===== config.mk =====
export PLATFORM = sky130hd
export DESIGN_NAME = tcp_five_tuple_filter
export DESIGN_NICKNAME = d
export VERILOG_FILES = /design/src/hw/rtl/tcp5t_pkg.sv /design/src/hw/rtl/tcp_five_tuple_filter.sv
export SDC_FILE = /design/constraint.sdc
export NUM_CORES = 1
export LEC_CHECK = 0
export BUFFER_PORTS_ARGS = -buffer_cell sky130_fd_sc_hd__buf_2
export CELL_PAD_IN_SITES_DETAIL_PLACEMENT = 2
export CELL_PAD_IN_SITES_GLOBAL_PLACEMENT = 2
export CORE_MARGIN = 5
export CORE_UTILIZATION = 37
export CTS_CLUSTER_DIAMETER = 150
export CTS_CLUSTER_SIZE = 25
export DETAILED_ROUTE_END_ITERATION = 8
export GPL_ROUTABILITY_DRIVEN = 0
export PLACE_DENSITY = 0.9
export SYNTH_ARGS = -nofsm -noshare
export SYNTH_HDL_FRONTEND = slang
export SYNTH_SLANG_ARGS = --single-unit

===== constraint.sdc =====
create_clock -name clk -period 7 [get_ports clk]
set_input_delay 1.4 -clock clk [delete_from_list [all_inputs] [get_ports clk]]
set_output_delay 1.4 -clock clk [all_outputs]
set_load 0.02 [all_outputs]

===== src/hw/rtl/tcp5t_pkg.sv =====
package tcp5t_pkg;

  localparam int MAX_FRAME_BYTES = 2048;
  localparam int POS_W = $clog2(MAX_FRAME_BYTES);
  localparam int LEN_W = POS_W + 1;

  localparam int BYTE_W = 8;
  localparam int CFG_IDX_W = 3;
  localparam int CFG_DATA_W = 32;
  localparam int OUT_DATA_W = 24;

  localparam logic [15:0] ETHERTYPE_IPV4 = 16'h0800;
  localparam logic [7:0] PROTO_TCP = 8'h06;
  localparam logic [6:0] ETH_HDR_BYTES = 7'd14;
  localparam logic [5:0] MIN_HDR_BYTES = 6'd20;
  localparam logic [3:0] MIN_HDR_WORDS = 4'd5;
  localparam logic [3:0] DOFF_REL_POS = 4'd12;

  localparam logic [31:0] RST_SRC_ADDR = 32'h7F00_0001;
  localparam logic [31:0] RST_DST_ADDR = 32'h7F00_0001;
  localparam logic [15:0] RST_SRC_PORT = 16'd54321;
  localparam logic [15:0] RST_DST_PORT = 16'd54321;
  localparam logic [7:0] RST_PROTOCOL = 8'd6;

  typedef enum logic [2:0] {
    VERDICT_MATCH       = 3'd0,
    VERDICT_NOT_IPV4    = 3'd1,
    VERDICT_BAD_IP_HDR  = 3'd2,
    VERDICT_NOT_TCP     = 3'd3,
    VERDICT_BAD_TCP_HDR = 3'd4,
    VERDICT_MISMATCH    = 3'd5,
    VERDICT_TRUNCATED   = 3'd6
  } verdict_t;

  typedef enum logic [CFG_IDX_W-1:0] {
    CFG_SRC_ADDR = 3'd0,
    CFG_DST_ADDR = 3'd1,
    CFG_SRC_PORT = 3'd2,
    CFG_DST_PORT = 3'd3,
    CFG_PROTOCOL = 3'd4
  } cfg_reg_t;

  typedef struct packed {
    logic [7:0] payload_offset;
    logic [5:0] tcp_hdr_bytes;
    logic [5:0] ip_hdr_bytes;
    verdict_t   verdict;
  } result_t;

endpackage


===== src/hw/rtl/tcp_five_tuple_filter.sv =====
// Five-tuple filter for IPv4/TCP frames. Frame bytes come in on the slave stream one per
// cycle in wire order, with tlast on the final byte; each frame yields exactly one verdict
// on the master stream, registered in the cycle after its last byte is taken. The input runs
// at one byte per clock and is held off only while a verdict waits in the output register
// and the downstream side is not ready. The match tuple is written through the cfg port
// (0 source address, 1 destination address, 2 source port, 3 destination port, 4 protocol)
// while no frame is in flight. No clearing pass is needed after reset.
module tcp_five_tuple_filter (
  input  logic                                  clk,
  input  logic                                  rst,
  input  logic                                  s_axis_tvalid,
  output logic                                  s_axis_tready,
  input  logic [tcp5t_pkg::BYTE_W-1:0]          s_axis_tdata,  // frame_byte[7:0]
  input  logic                                  s_axis_tlast,  // end_of_frame
  output logic                                  m_axis_tvalid,
  input  logic                                  m_axis_tready,
  // verdict[2:0], ip_hdr_bytes[8:3], tcp_hdr_bytes[14:9], payload_offset[22:15], zero[23]
  output logic [tcp5t_pkg::OUT_DATA_W-1:0]      m_axis_tdata,
  input  logic                                  cfg_we,
  input  logic [tcp5t_pkg::CFG_IDX_W-1:0]       cfg_index,
  input  logic [tcp5t_pkg::CFG_DATA_W-1:0]      cfg_data
);
  import tcp5t_pkg::*;

  localparam logic [POS_W-1:0] POS_MAX = POS_W'(MAX_FRAME_BYTES - 1);

  logic [31:0] match_src_addr;
  logic [31:0] match_dst_addr;
  logic [15:0] match_src_port;
  logic [15:0] match_dst_port;
  logic [7:0]  match_protocol;

  logic [POS_W-1:0] byte_position;
  logic [15:0]      eth_type;
  logic [3:0]       ip_header_len;
  logic [7:0]       ip_protocol;
  logic [31:0]      src_addr_seen;
  logic [31:0]      dst_addr_seen;
  logic [15:0]      src_port_seen;
  logic [15:0]      dst_port_seen;
  logic [3:0]       tcp_data_offset;

  logic [15:0] eth_type_next;
  logic [3:0]  ip_header_len_next;
  logic [7:0]  ip_protocol_next;
  logic [31:0] src_addr_seen_next;
  logic [31:0] dst_addr_seen_next;
  logic [15:0] src_port_seen_next;
  logic [15:0] dst_port_seen_next;
  logic [3:0]  tcp_data_offset_next;

  logic             out_valid;
  result_t          out_data;
  result_t          result_next;
  logic             in_accept;

  logic [6:0]       tcp_start;
  logic [POS_W-1:0] tcp_rel;
  logic             in_tcp;
  logic [LEN_W-1:0] frame_len;
  logic [5:0]       ipb;
  logic [5:0]       tcpb;
  logic [7:0]       hdr_total;
  logic             tuple_ok;

  assign s_axis_tready = !out_valid || m_axis_tready;
  assign in_accept = s_axis_tvalid && s_axis_tready;
  assign m_axis_tvalid = out_valid;
  assign m_axis_tdata = {{(OUT_DATA_W - $bits(result_t)){1'b0}}, out_data};

  // config writes
  always_ff @(posedge clk) begin
    if (rst) begin
      match_src_addr <= RST_SRC_ADDR;
      match_dst_addr <= RST_DST_ADDR;
      match_src_port <= RST_SRC_PORT;
      match_dst_port <= RST_DST_PORT;
      match_protocol <= RST_PROTOCOL;
    end else if (cfg_we) begin
      unique case (cfg_index)
        CFG_SRC_ADDR: match_src_addr <= cfg_data;
        CFG_DST_ADDR: match_dst_addr <= cfg_data;
        CFG_SRC_PORT: match_src_port <= cfg_data[15:0];
        CFG_DST_PORT: match_dst_port <= cfg_data[15:0];
        CFG_PROTOCOL: match_protocol <= cfg_data[7:0];
        default: ;
      endcase
    end
  end

  // header field capture
  always_comb begin
    eth_type_next        = eth_type;
    ip_header_len_next   = ip_header_len;
    ip_protocol_next     = ip_protocol;
    src_addr_seen_next   = src_addr_seen;
    dst_addr_seen_next   = dst_addr_seen;
    src_port_seen_next   = src_port_seen;
    dst_port_seen_next   = dst_port_seen;
    tcp_data_offset_next = tcp_data_offset;

    if (byte_position == POS_W'(12) || byte_position == POS_W'(13)) begin
      eth_type_next = {eth_type[7:0], s_axis_tdata};
    end else if (byte_position == POS_W'(14)) begin
      ip_header_len_next = s_axis_tdata[3:0];
    end else if (byte_position == POS_W'(23)) begin
      ip_protocol_next = s_axis_tdata;
    end else if (byte_position >= POS_W'(26) && byte_position <= POS_W'(29)) begin
      src_addr_seen_next = {src_addr_seen[23:0], s_axis_tdata};
    end else if (byte_position >= POS_W'(30) && byte_position <= POS_W'(33)) begin
      dst_addr_seen_next = {dst_addr_seen[23:0], s_axis_tdata};
    end

    tcp_start = ETH_HDR_BYTES + {1'b0, ip_header_len, 2'b00};
    in_tcp = (ip_header_len >= MIN_HDR_WORDS) && (byte_position >= POS_W'(15)) &&
             (byte_position >= POS_W'(tcp_start));
    tcp_rel = byte_position - POS_W'(tcp_start);
    if (in_tcp) begin
      if (tcp_rel == POS_W'(0) || tcp_rel == POS_W'(1)) begin
        src_port_seen_next = {src_port_seen[7:0], s_axis_tdata};
      end else if (tcp_rel == POS_W'(2) || tcp_rel == POS_W'(3)) begin
        dst_port_seen_next = {dst_port_seen[7:0], s_axis_tdata};
      end else if (tcp_rel == POS_W'(DOFF_REL_POS)) begin
        tcp_data_offset_next = s_axis_tdata[7:4];
      end
    end
  end

  // verdict on the last byte
  always_comb begin
    frame_len = {1'b0, byte_position} + LEN_W'(1);
    ipb = {ip_header_len_next, 2'b00};
    tcpb = {tcp_data_offset_next, 2'b00};
    hdr_total = 8'(ETH_HDR_BYTES) + 8'(ipb) + 8'(tcpb);
    tuple_ok = (src_addr_seen_next == match_src_addr) &&
               (dst_addr_seen_next == match_dst_addr) &&
               (ip_protocol_next == match_protocol) &&
               (src_port_seen_next == match_src_port) &&
               (dst_port_seen_next == match_dst_port);

    result_next.ip_hdr_bytes = ipb;
    result_next.tcp_hdr_bytes = tcpb;
    priority if (frame_len < LEN_W'(ETH_HDR_BYTES)) begin
      result_next.verdict = VERDICT_TRUNCATED;
    end else if (eth_type_next != ETHERTYPE_IPV4) begin
      result_next.verdict = VERDICT_NOT_IPV4;
    end else if (frame_len < LEN_W'(ETH_HDR_BYTES) + LEN_W'(1)) begin
      result_next.verdict = VERDICT_TRUNCATED;
    end else if (ipb < MIN_HDR_BYTES) begin
      result_next.verdict = VERDICT_BAD_IP_HDR;
    end else if (frame_len < LEN_W'(ETH_HDR_BYTES) + LEN_W'(ipb)) begin
      result_next.verdict = VERDICT_TRUNCATED;
    end else if (ip_protocol_next != PROTO_TCP) begin
      result_next.verdict = VERDICT_NOT_TCP;
    end else if (frame_len < LEN_W'(ETH_HDR_BYTES) + LEN_W'(ipb) + LEN_W'(13)) begin
      result_next.verdict = VERDICT_TRUNCATED;
    end else if (tcpb < MIN_HDR_BYTES) begin
      result_next.verdict = VERDICT_BAD_TCP_HDR;
    end else if (frame_len < LEN_W'(hdr_total)) begin
      result_next.verdict = VERDICT_TRUNCATED;
    end else if (!tuple_ok) begin
      result_next.verdict = VERDICT_MISMATCH;
    end else begin
      result_next.verdict = VERDICT_MATCH;
    end

    if (result_next.verdict == VERDICT_MATCH || result_next.verdict == VERDICT_MISMATCH) begin
      result_next.payload_offset = hdr_total;
    end else begin
      result_next.payload_offset = 8'd0;
    end
  end

  // per-frame state
  always_ff @(posedge clk) begin
    if (rst) begin
      byte_position   <= '0;
      eth_type        <= '0;
      ip_header_len   <= '0;
      ip_protocol     <= '0;
      src_addr_seen   <= '0;
      dst_addr_seen   <= '0;
      src_port_seen   <= '0;
      dst_port_seen   <= '0;
      tcp_data_offset <= '0;
    end else if (in_accept) begin
      if (s_axis_tlast) begin
        byte_position   <= '0;
        eth_type        <= '0;
        ip_header_len   <= '0;
        ip_protocol     <= '0;
        src_addr_seen   <= '0;
        dst_addr_seen   <= '0;
        src_port_seen   <= '0;
        dst_port_seen   <= '0;
        tcp_data_offset <= '0;
      end else begin
        if (byte_position != POS_MAX) begin
          byte_position <= byte_position + POS_W'(1);
        end
        eth_type        <= eth_type_next;
        ip_header_len   <= ip_header_len_next;
        ip_protocol     <= ip_protocol_next;
        src_addr_seen   <= src_addr_seen_next;
        dst_addr_seen   <= dst_addr_seen_next;
        src_port_seen   <= src_port_seen_next;
        dst_port_seen   <= dst_port_seen_next;
        tcp_data_offset <= tcp_data_offset_next;
      end
    end
  end

  // verdict output register
  always_ff @(posedge clk) begin
    if (rst) begin
      out_valid <= 1'b0;
    end else if (in_accept && s_axis_tlast) begin
      out_valid <= 1'b1;
    end else if (m_axis_tready) begin
      out_valid <= 1'b0;
    end
  end

  always_ff @(posedge clk) begin
    if (in_accept && s_axis_tlast) begin
      out_data <= result_next;
    end
  end

  a_verdict_from_last: assert property (@(posedge clk) disable iff (rst)
    $rose(out_valid) |-> $past(in_accept && s_axis_tlast))
    else $error("verdict without a last byte");

  a_pos_cleared: assert property (@(posedge clk) disable iff (rst)
    in_accept && s_axis_tlast |=> byte_position == '0 && ip_header_len == '0)
    else $error("frame state not cleared after last byte");

  a_payload_only_tcp: assert property (@(posedge clk) disable iff (rst)
    out_valid && out_data.payload_offset != 8'd0 |->
      out_data.verdict == VERDICT_MATCH || out_data.verdict == VERDICT_MISMATCH)
    else $error("payload offset on a rejected frame");

  a_match_hdr_len: assert property (@(posedge clk) disable iff (rst)
    out_valid && out_data.verdict == VERDICT_MATCH |->
      out_data.ip_hdr_bytes >= MIN_HDR_BYTES && out_data.tcp_hdr_bytes >= MIN_HDR_BYTES)
    else $error("match with short header");

endmodule


[Yosys cells after proc, flatten, opt, wreduce, memory -nomap -nowiden]
Cells that the tools add are included.
Cells by class
  order comparisons: 14
  eq/ne operators: 21
  reduce and logical (&&, ||, !) cells: 27
  muxes and demuxes: 46
  add/subtract/negate cells: 8
Operators with widths (number)
  2-to-1 mux 32 bit: 11
  2-to-1 mux 16 bit: 9
  equality test 32 bit: 2
  equality test 11 x 4 -> 1 bit (second input constant): 4
  equality test 16 bit: 2
  2-to-1 mux 4 bit: 8
  2-to-1 mux 8 bit: 4
  2-to-1 mux 3 bit: 10
  less-than comparator 12 x 4 -> 1 bit (second input constant): 2
  less-than comparator 12 x 8 -> 1 bit: 2
  equality test 11 x 2 -> 1 bit (second input constant): 2
  greater-or-equal comparator 11 x 5 -> 1 bit (second input constant): 2
  2-to-1 mux 11 bit: 2
  adder 4 x 6 -> 7 bit (first input constant): 3
  inequality test 16 x 12 -> 1 bit (second input constant): 1
  adder 11 x 1 -> 12 bit (second input constant): 1
  less-than comparator 12 bit: 1
  less-than comparator 6 x 5 -> 1 bit (second input constant): 2
  AND reduction 2 bit: 6
  adder 11 x 1 -> 11 bit (second input constant): 1
  equality test 11 x 1 -> 1 bit (second input constant): 1
  equality test 11 x 5 -> 1 bit (second input constant): 1
  greater-or-equal comparator 11 x 4 -> 1 bit (second input constant): 1
  greater-or-equal comparator 11 x 7 -> 1 bit: 1
  other kinds (19): 37
Storage, ports and cells
  register bits after elaboration: 263
  bits of input ports: 49
  logic and storage cells: 135
  output and inout port bits: 26

[Depth between registers and ports, before layout]
Gate-level depths: netlist of run 1.
  word-level depth: 24
  gate-level depth with buffers: 29
  depth with buffers taken out: 26

[Worst setup path before layout of run 1]
OpenSTA, ideal clock, no wires.
  path type: register to register
  from: register ip_header_len[0]
  to: register out_data, in the netlist m_axis_tdata[22] (data pin)
  clock period less this slack: 5.525 ns
  setup time: 0.261 ns
  slack: 1.475 ns
  stages on the path, launching flop included: 29
  data arrival time: 5.263 ns
  path buffers: 3
  cell sequence: dfxtp_1 > inv_1 > ha_1 > nand3b_1 > ha_1 > clkbuf_1 > inv_1 > a221oi_1 > a31oi_1 > a2111oi_2 > nand3_1 > or2_1 > clkbuf_1 > a21oi_1 > xnor2_1 > ha_1 > inv_1 > fa_1 > xor2_1 > ha_1 > nor2b_1 > o21ai_0 > nand2b_1 > a211oi_1 > nor3b_1 > nand2_1 > or3_1 > clkbuf_1 > nor2_1
On the way
  cells in the longest elaborated chain, start to end: 21
RTL lines
  start: declaration: RTL line tcp_five_tuple_filter.sv:35  | logic [3:0] ip_header_len;
  start signal: assignment: RTL line tcp_five_tuple_filter.sv:202  | ip_header_len <= ip_header_len_next;
  branches (longest 21 deep; another with less-than comparator 12 x 8 -> 1 bit)
  end signal: assignment: RTL line tcp_five_tuple_filter.sv:226  | out_data <= result_next;
  end: declaration: RTL line tcp_five_tuple_filter.sv:53  | result_t out_data;
Several ways; the timed one is not identified.
A chain may end at the register's enable or synchronous reset.

[Final worst setup path of run 1]
  from: register ip_header_len[0]
  to: register out_data, in the netlist m_axis_tdata[19] (data pin)
The elaborated chain is that of the path after synthesis.

==> results.md, run 1 <==
* Antenna diodes at 0
* Slew HR at 0.103
* Post-route DRC violation count at 0
* Adder-cell share of the synthesized area at 0.0356
* Final instance area at 14,800 µm²
* Post-Syn Area at 13,800 µm²
* Most common cell in the netlist: nand2_1
* Synth area leader: dfxtp_1
* RSZ-0062 raised after global routing: false
* Core ar. at between 30,000 and 40,000 µm²
* Worst-path maximum fanout at 9
* Sequential share of power at 0.575
* Clk buf depth at 3
* Fill cell count at 4,140
* Crit end category: register
* Post-Route WL at between 50,000 and 60,000 µm
* Outcome: complete, no violations
* Synth Register Bits at 262
* Psw at about 700 µW
* Placement Cell Area at between 10,000 and 15,000 µm²
* Fin nets at about 1,800
* Compound-gate portion of the synthesized area at 0.216
* Max-cap violations at 0
* First-pass GRT wire length at 86,200 µm
* Worst-skew pair later-pin latency at 0.53 ns
* Worst R2R Setup Slack at approximately 0.3 ns
* Post-route non-filler standard cell count at between 2,000 and 2,500
* CTS Buf Count at 14
* Full die area at a little over 40,000 µm²
* Comb pwr share at 0.081
* Clk_skew at ~0.041 ns
* Crit path to: m_axis_tdata[19]$_SDFFCE_PN0P_
* Drt pass-1 iters at 5
* Port bufs at 68
* Ys flop type: dfxtp_1
* Dpl cells at around 2,200
* Yosys cell types at 80
* Xor and xnor area share after synthesis at 0.0509
* Final worst-path cycle share at 0.957
* Post-CTS Setup Inserts at 0
* Vias per cell at between 6 and 7
* Synth cell count leaders: nand2_1, dfxtp_1, nor2_1, a22oi_1, a21oi_1
* Layout cells sized above 1 at 0.0706
* First DRT Iteration DRCs at 1,092
* Hold Crit Depth at 2
* P_int at just under 2000 µW
* Clk root buf: clkbuf_16
* Reg2reg end: m_axis_tdata[19]$_SDFFCE_PN0P_
* Simple-Gate Fraction of Synth Area at 0.213
* Maximum VDD drop at between 0.1 and 0.15 mV
* Asr flop ratio synth at 0
* Routed len/inst at 25.9 µm
* Reg clk slew, reported paths at between 0.1 and 0.15 ns
* Fmax at about 0.15 GHz
* Largest net degree at the start of global routing at 107
* Critical path type: register to register
* Overall routing resource usage at 0.264
* Worst Setup Start Kind: register
* Die height at between 200 and 250 µm
* Via count at approximately 13,000
* CP required at about 7.3 ns
* RR Startpoint: ip_header_len[0]$_SDFFE_PP0P_
* Cell Pwr Density at ~180 nW/µm²
* Syn avg cell area at 8.04 µm²
* Remaining global-route overflow at 0
* I/O pin cnt at 75
* Minimum clock period at roughly 6.7 ns
* Detailed Place HPWL at between 40,000 and 50,000 µm
* Die W at between 200 and 250 µm
* P&R area growth vs syn at 7.55%
* Final Slew Violations at 0
* Post-synth EDFFs at 18
* Worst Max-Slew Pin Slew at 1.33 ns
* CTS tree: done
* R2R cell count at 25
* Vias in the first global route at around 14,000
* Post-route ant nets at 0
* Final core utilization at 0.403
* Post-synthesis mux area share at 0.0313
* Clock Sinks at 262
* Synth top area share at 0.355
* Setup crit start: ip_header_len[0]$_SDFFE_PP0P_
* HP Class: register to register
* Largest family of logic cells by synthesized area: compound AO/OA/AOI/OAI gates
* Synth Instances at ~1,700
* Synth warnings at 0
* Clock power frac at 0.344
* Starting Density at 0.375
* Critical Path AT at approximately 7 ns
* Post-synthesis sequential area ratio at 0.394
* Area contributors post-synth: dfxtp_1, a22oi_1, nand2_1
* Leak Pwr at roughly 0.0057 µW
* Setup TNS at 0 ns
* Final hold viol count at 0
* H-tree levels at 1
* Final setup vio count at 0
* Antenna violations before repair at 0
* Post-CTS Hold Buffers at 0
* Switching share of total power at 0.267
* Site row count at 70
## stage by stage
step / hold slack [ns] / setup WS, ns / power, µW
finish: 0.464 / 0.301 / 2690
global route: 0.505 / 0.00796 / 2780
CTS: 0.464 / 0.425 / 2710
detailed placement: 0.451 / 0.483 / 1790
global placement: 0.450 / 1.19 / 1780
floorplan: 0.436 / 1.48 / 1690
## how the worst min path moves through the flow
stage | start | end | slack (ns)
floorplan | match_dst_port[11]$_SDFFE_PP0P_ | match_dst_port[11]$_SDFFE_PP0P_ | 0.44
finish | match_dst_port[11]$_SDFFE_PP0P_ | match_dst_port[11]$_SDFFE_PP0P_ | 0.46
CTS | match_dst_port[11]$_SDFFE_PP0P_ | match_dst_port[11]$_SDFFE_PP0P_ | 0.46
detailed placement | match_dst_port[11]$_SDFFE_PP0P_ | match_dst_port[11]$_SDFFE_PP0P_ | 0.45
global route | match_dst_port[11]$_SDFFE_PP0P_ | match_dst_port[11]$_SDFFE_PP0P_ | 0.51
global placement | match_dst_port[11]$_SDFFE_PP0P_ | match_dst_port[11]$_SDFFE_PP0P_ | 0.45
## metal layers
layer,vias up,track usage,wire length (µm)
met5,-,0,0
met2,491,0.449,27000
li1,6011,-,-
met3,136,0.0430,3390
met1,6801,0.339,23800
met4,0,0.0970,2310
## critical path: stages, from the launching register on
cell and delay [ns]:
dfxtp_1 0.48, inv_1 0.09, ha_1 0.26, nand3b_1 0.21, ha_1 0.51, inv_1 0.10
a221oi_1 0.42, a31oi_1 0.14, a2111oi_2 0.45, nand3_1 0.32, or2_1 0.42, a21oi_1 0.31
xnor2_1 0.17, ha_1 0.21, inv_1 0.07, fa_1 0.39, xor2_1 0.29, ha_1 0.29
nor2b_1 0.13, o21ai_0 0.14, nand2b_1 0.08, a211oi_1 0.37, nor3b_1 0.12, nand2_1 0.12
or3_1 0.25, nor2_1 0.11
## kinds of logic (layout without fill, tap and decap cells)
family,Yosys count,count (layout)
AOI/OAI and AO/OA,439,439
xor gates and xnor gates,80,80
adders and majority gates,38,38
buffers and inverters,205,204
DFF,262,262
muxes,42,42
other,2,7
and+or+nand+nor,643,643
## power groups by stage
stage,logic [µW],registers (µW),clock network (µW)
floorplan,114,1580,0
global placement,204,1580,0
detailed placement,212,1580,0
CTS,214,1550,947
global route,230,1550,1000
finish,219,1550,927
## sequential cells by signal (all words and copies together), names as in the netlist
name and cells:
m_axis_tdata 18, ip_protocol 8, ip_header_len 4, dst_port_seen 16, dst_addr_seen 32, match_protocol 8
src_addr_seen 32, match_dst_addr 32, match_src_port 16, match_src_addr 32, tcp_data_offset 4, m_axis_tvalid 1
match_dst_port 16, src_port_seen 16, eth_type 16, byte_position 11
## area by class of cell
| cell class | instances | area [µm²] | share of cell area |
|---|---|---|---|
| flip-flops and latches | 262 | 5430 | 0.366 |
| inverters | 104 | 390 | 0.0264 |
| clock buffers | 17 | 383 | 0.0259 |
| well taps | 468 | 586 | 0.0396 |
| repair buffers | 81 | 444 | 0.0300 |
| multi-input cells | 1249 | 7560 | 0.511 |
| clock inverters | 2 | 16.3 | 0.00110 |
## placed cells by master (no fill, tap or decap), drive strengths merged, types with 31 or more instances in the layout
cell type | synthesis | layout
ha | 36 | 36
mux2i | 34 | 34
a22oi | 134 | 134
o22ai | 31 | 31
xor2 | 48 | 48
nand2 | 254 | 254
a21oi | 120 | 120
dfxtp | 244 | 244
nor2 | 210 | 210
inv | 104 | 105
xnor2 | 32 | 32
o21ai | 43 | 43
buf | 16 | 81
nand3b | 36 | 36
## timing repair
item,CTS,global route
endpoints found under the hold margin,0,0
resized for setup,0,1
endpoints found under the setup margin,0,4
Note: power is estimated with default switching activity, not from simulation.
==> inputs of run 2 (changes only) <==
Settings changed: MAX_ROUTING_LAYER set to met4.
==> results.md, run 2 (same netlist as run 1, synthesis figures left out) <==
* Post-route ant nets at 0
* Antenna violations before repair at 0
* Post-route non-filler standard cell count at approximately 2,200
* Max-cap violations at 0
* Die height at ~200 µm
* Leak Pwr at ~0.0057 µW
* Placement Cell Area at roughly 14,000 µm²
* Post-CTS Hold Buffers at 0
* Worst R2R Setup Slack at between 0.3 and 0.4 ns
* Worst-path maximum fanout at 9
* Clk_skew at around 0.036 ns
* Critical path type: register to register
* Setup WS post-layout at between 0.3 and 0.4 ns
* Final instance area at roughly 15,000 µm²
* CP required at between 7 and 8 ns
* Outcome: complete, no violations
* Worst Max-Slew Pin Slew at roughly 1.4 ns
* Post-CTS Setup Inserts at 0
* P&R area growth vs syn at 7.55%
* Most frequent cells in the layout: nand2_1, dfxtp_1, nor2_1
* Via count at about 13,000
* Worst Setup Start Kind: register
* Final Slew Violations at 0
* Layer with the highest usage: met2
* Crit end category: register
* R2R cell count at 25
* Routed len/inst at 25.9 µm
* First DRT Iteration DRCs at about 1,200
* Clk buf depth at 3
* Pre-CTS setup slack at a little under 0.5 ns
* Vias per cell at 6.16
* Post-Route WL at around 57,000 µm
* Port bufs at 68
* Final setup vio count at 0
* Post-CTS resize count at 0
* Maximum VDD drop at ~0.12 mV
* Clock Sinks at between 200 and 300
* Post-route DRC violation count at 0
* Fin nets at about 1,800
* Remaining global-route overflow at 0
* Setup TNS at 0 ns
* CTS tree: done
* HP Class: register to register
* Overall routing resource usage at 0.272
* Detailed Place HPWL at just over 40,000 µm
* CTS Buf Count at 14
* First-pass GRT wire length at between 80,000 and 90,000 µm
* Site row count at 70
* Met3 Usage GRT at 0.0433
* Worst-skew pair later-pin latency at about 0.53 ns
* Cell Pwr Density at 182 nW/µm²
* Layout cells sized above 1 at 0.0706
* Full die area at 41,200 µm²
* Reg clk slew, reported paths at between 0.1 and 0.15 ns
* Final hold viol count at 0
* Vias in the first global route at between 10,000 and 15,000
* Core ar. at roughly 37,000 µm²
* Most common cell after layout, fill and taps aside: nand2_1
* Fmax at about 0.15 GHz
* Slew HR at 0.0905
* H-tree levels at 1
* Grt met2 use at 0.450
* RSZ-0062 raised after global routing: false
* Die W at 203 µm
* Dpl cells at roughly 2,200
* Hold Crit Depth at 2
* Critical Path AT at between 6 and 7 ns
* Drt pass-1 iters at 7
* I/O pin cnt at 75
* Antenna diodes at 0
* Clk root buf: clkbuf_16
* Largest net degree at the start of global routing at 107
* Met1 Resource Use GR at 0.337
* Final worst-path cycle share at 0.957
* Starting Density at 0.375
* Minimum clock period at approximately 6.7 ns
[run 2: stage by stage]
| stage | utilization | total power, µW | hold slack (ns) |
|---|---|---|---|
| 3_5_place_dp | 0.393 | 1790 | 0.451 |
| 2_1_floorplan | - | 1690 | 0.436 |
| 4_1_cts | 0.403 | 2710 | 0.464 |
| 3_3_place_gp | 0.393 | 1780 | 0.450 |
| 5_1_grt | 0.403 | 2780 | 0.505 |
| 6_report | 0.403 | 2690 | 0.465 |
[run 2: final timing paths]
path                                                 startpoint                         endpoint
worst min-delay path            match_dst_port[11]$_SDFFE_PP0P_  match_dst_port[11]$_SDFFE_PP0P_
worst max register to register    ip_header_len[0]$_SDFFE_PP0P_   m_axis_tdata[19]$_SDFFCE_PN0P_
worst max-delay path              ip_header_len[0]$_SDFFE_PP0P_   m_axis_tdata[19]$_SDFFCE_PN0P_
worst min register to register  match_dst_port[11]$_SDFFE_PP0P_  match_dst_port[11]$_SDFFE_PP0P_
[run 2: critical path: stages, from the launching register on]
cell	delay [ns]
dfxtp_1	0.48
inv_1	0.09
ha_1	0.26
nand3b_1	0.22
ha_1	0.50
inv_1	0.11
a221oi_1	0.43
a31oi_1	0.14
a2111oi_2	0.45
nand3_1	0.30
or2_1	0.41
a21oi_1	0.32
xnor2_1	0.17
ha_1	0.21
inv_1	0.06
fa_1	0.39
xor2_1	0.29
ha_1	0.29
nor2b_1	0.13
o21ai_0	0.14
nand2b_1	0.08
a211oi_1	0.36
nor3b_1	0.12
nand2_1	0.12
or3_1	0.25
nor2_1	0.10
[run 2: power by group]
part           switching (µW)  leakage (µW)  internal [µW]
sequential               22.5       0.00213           1530
combinational             165       0.00336           53.7
clock                     532      0.000192            395
[run 2: area by class of cell]
| cell class | count | area [µm²] |
|---|---|---|
| well taps | 468 | 586 |
| repair buffers | 81 | 444 |
| clock inverters | 2 | 16.3 |
| clock buffers | 17 | 383 |
| inverters | 104 | 390 |
| fillers | 4140 | 21900 |
| multi-input cells | 1249 | 7560 |
| flip-flops and latches | 262 | 5430 |
[run 2: per-layer routing]
layer | wire, µm | share of wire
met5 | 0 | 0
met4 | 2350 | 0.042
met3 | 3260 | 0.058
met2 | 26800 | 0.47
met1 | 24100 | 0.43
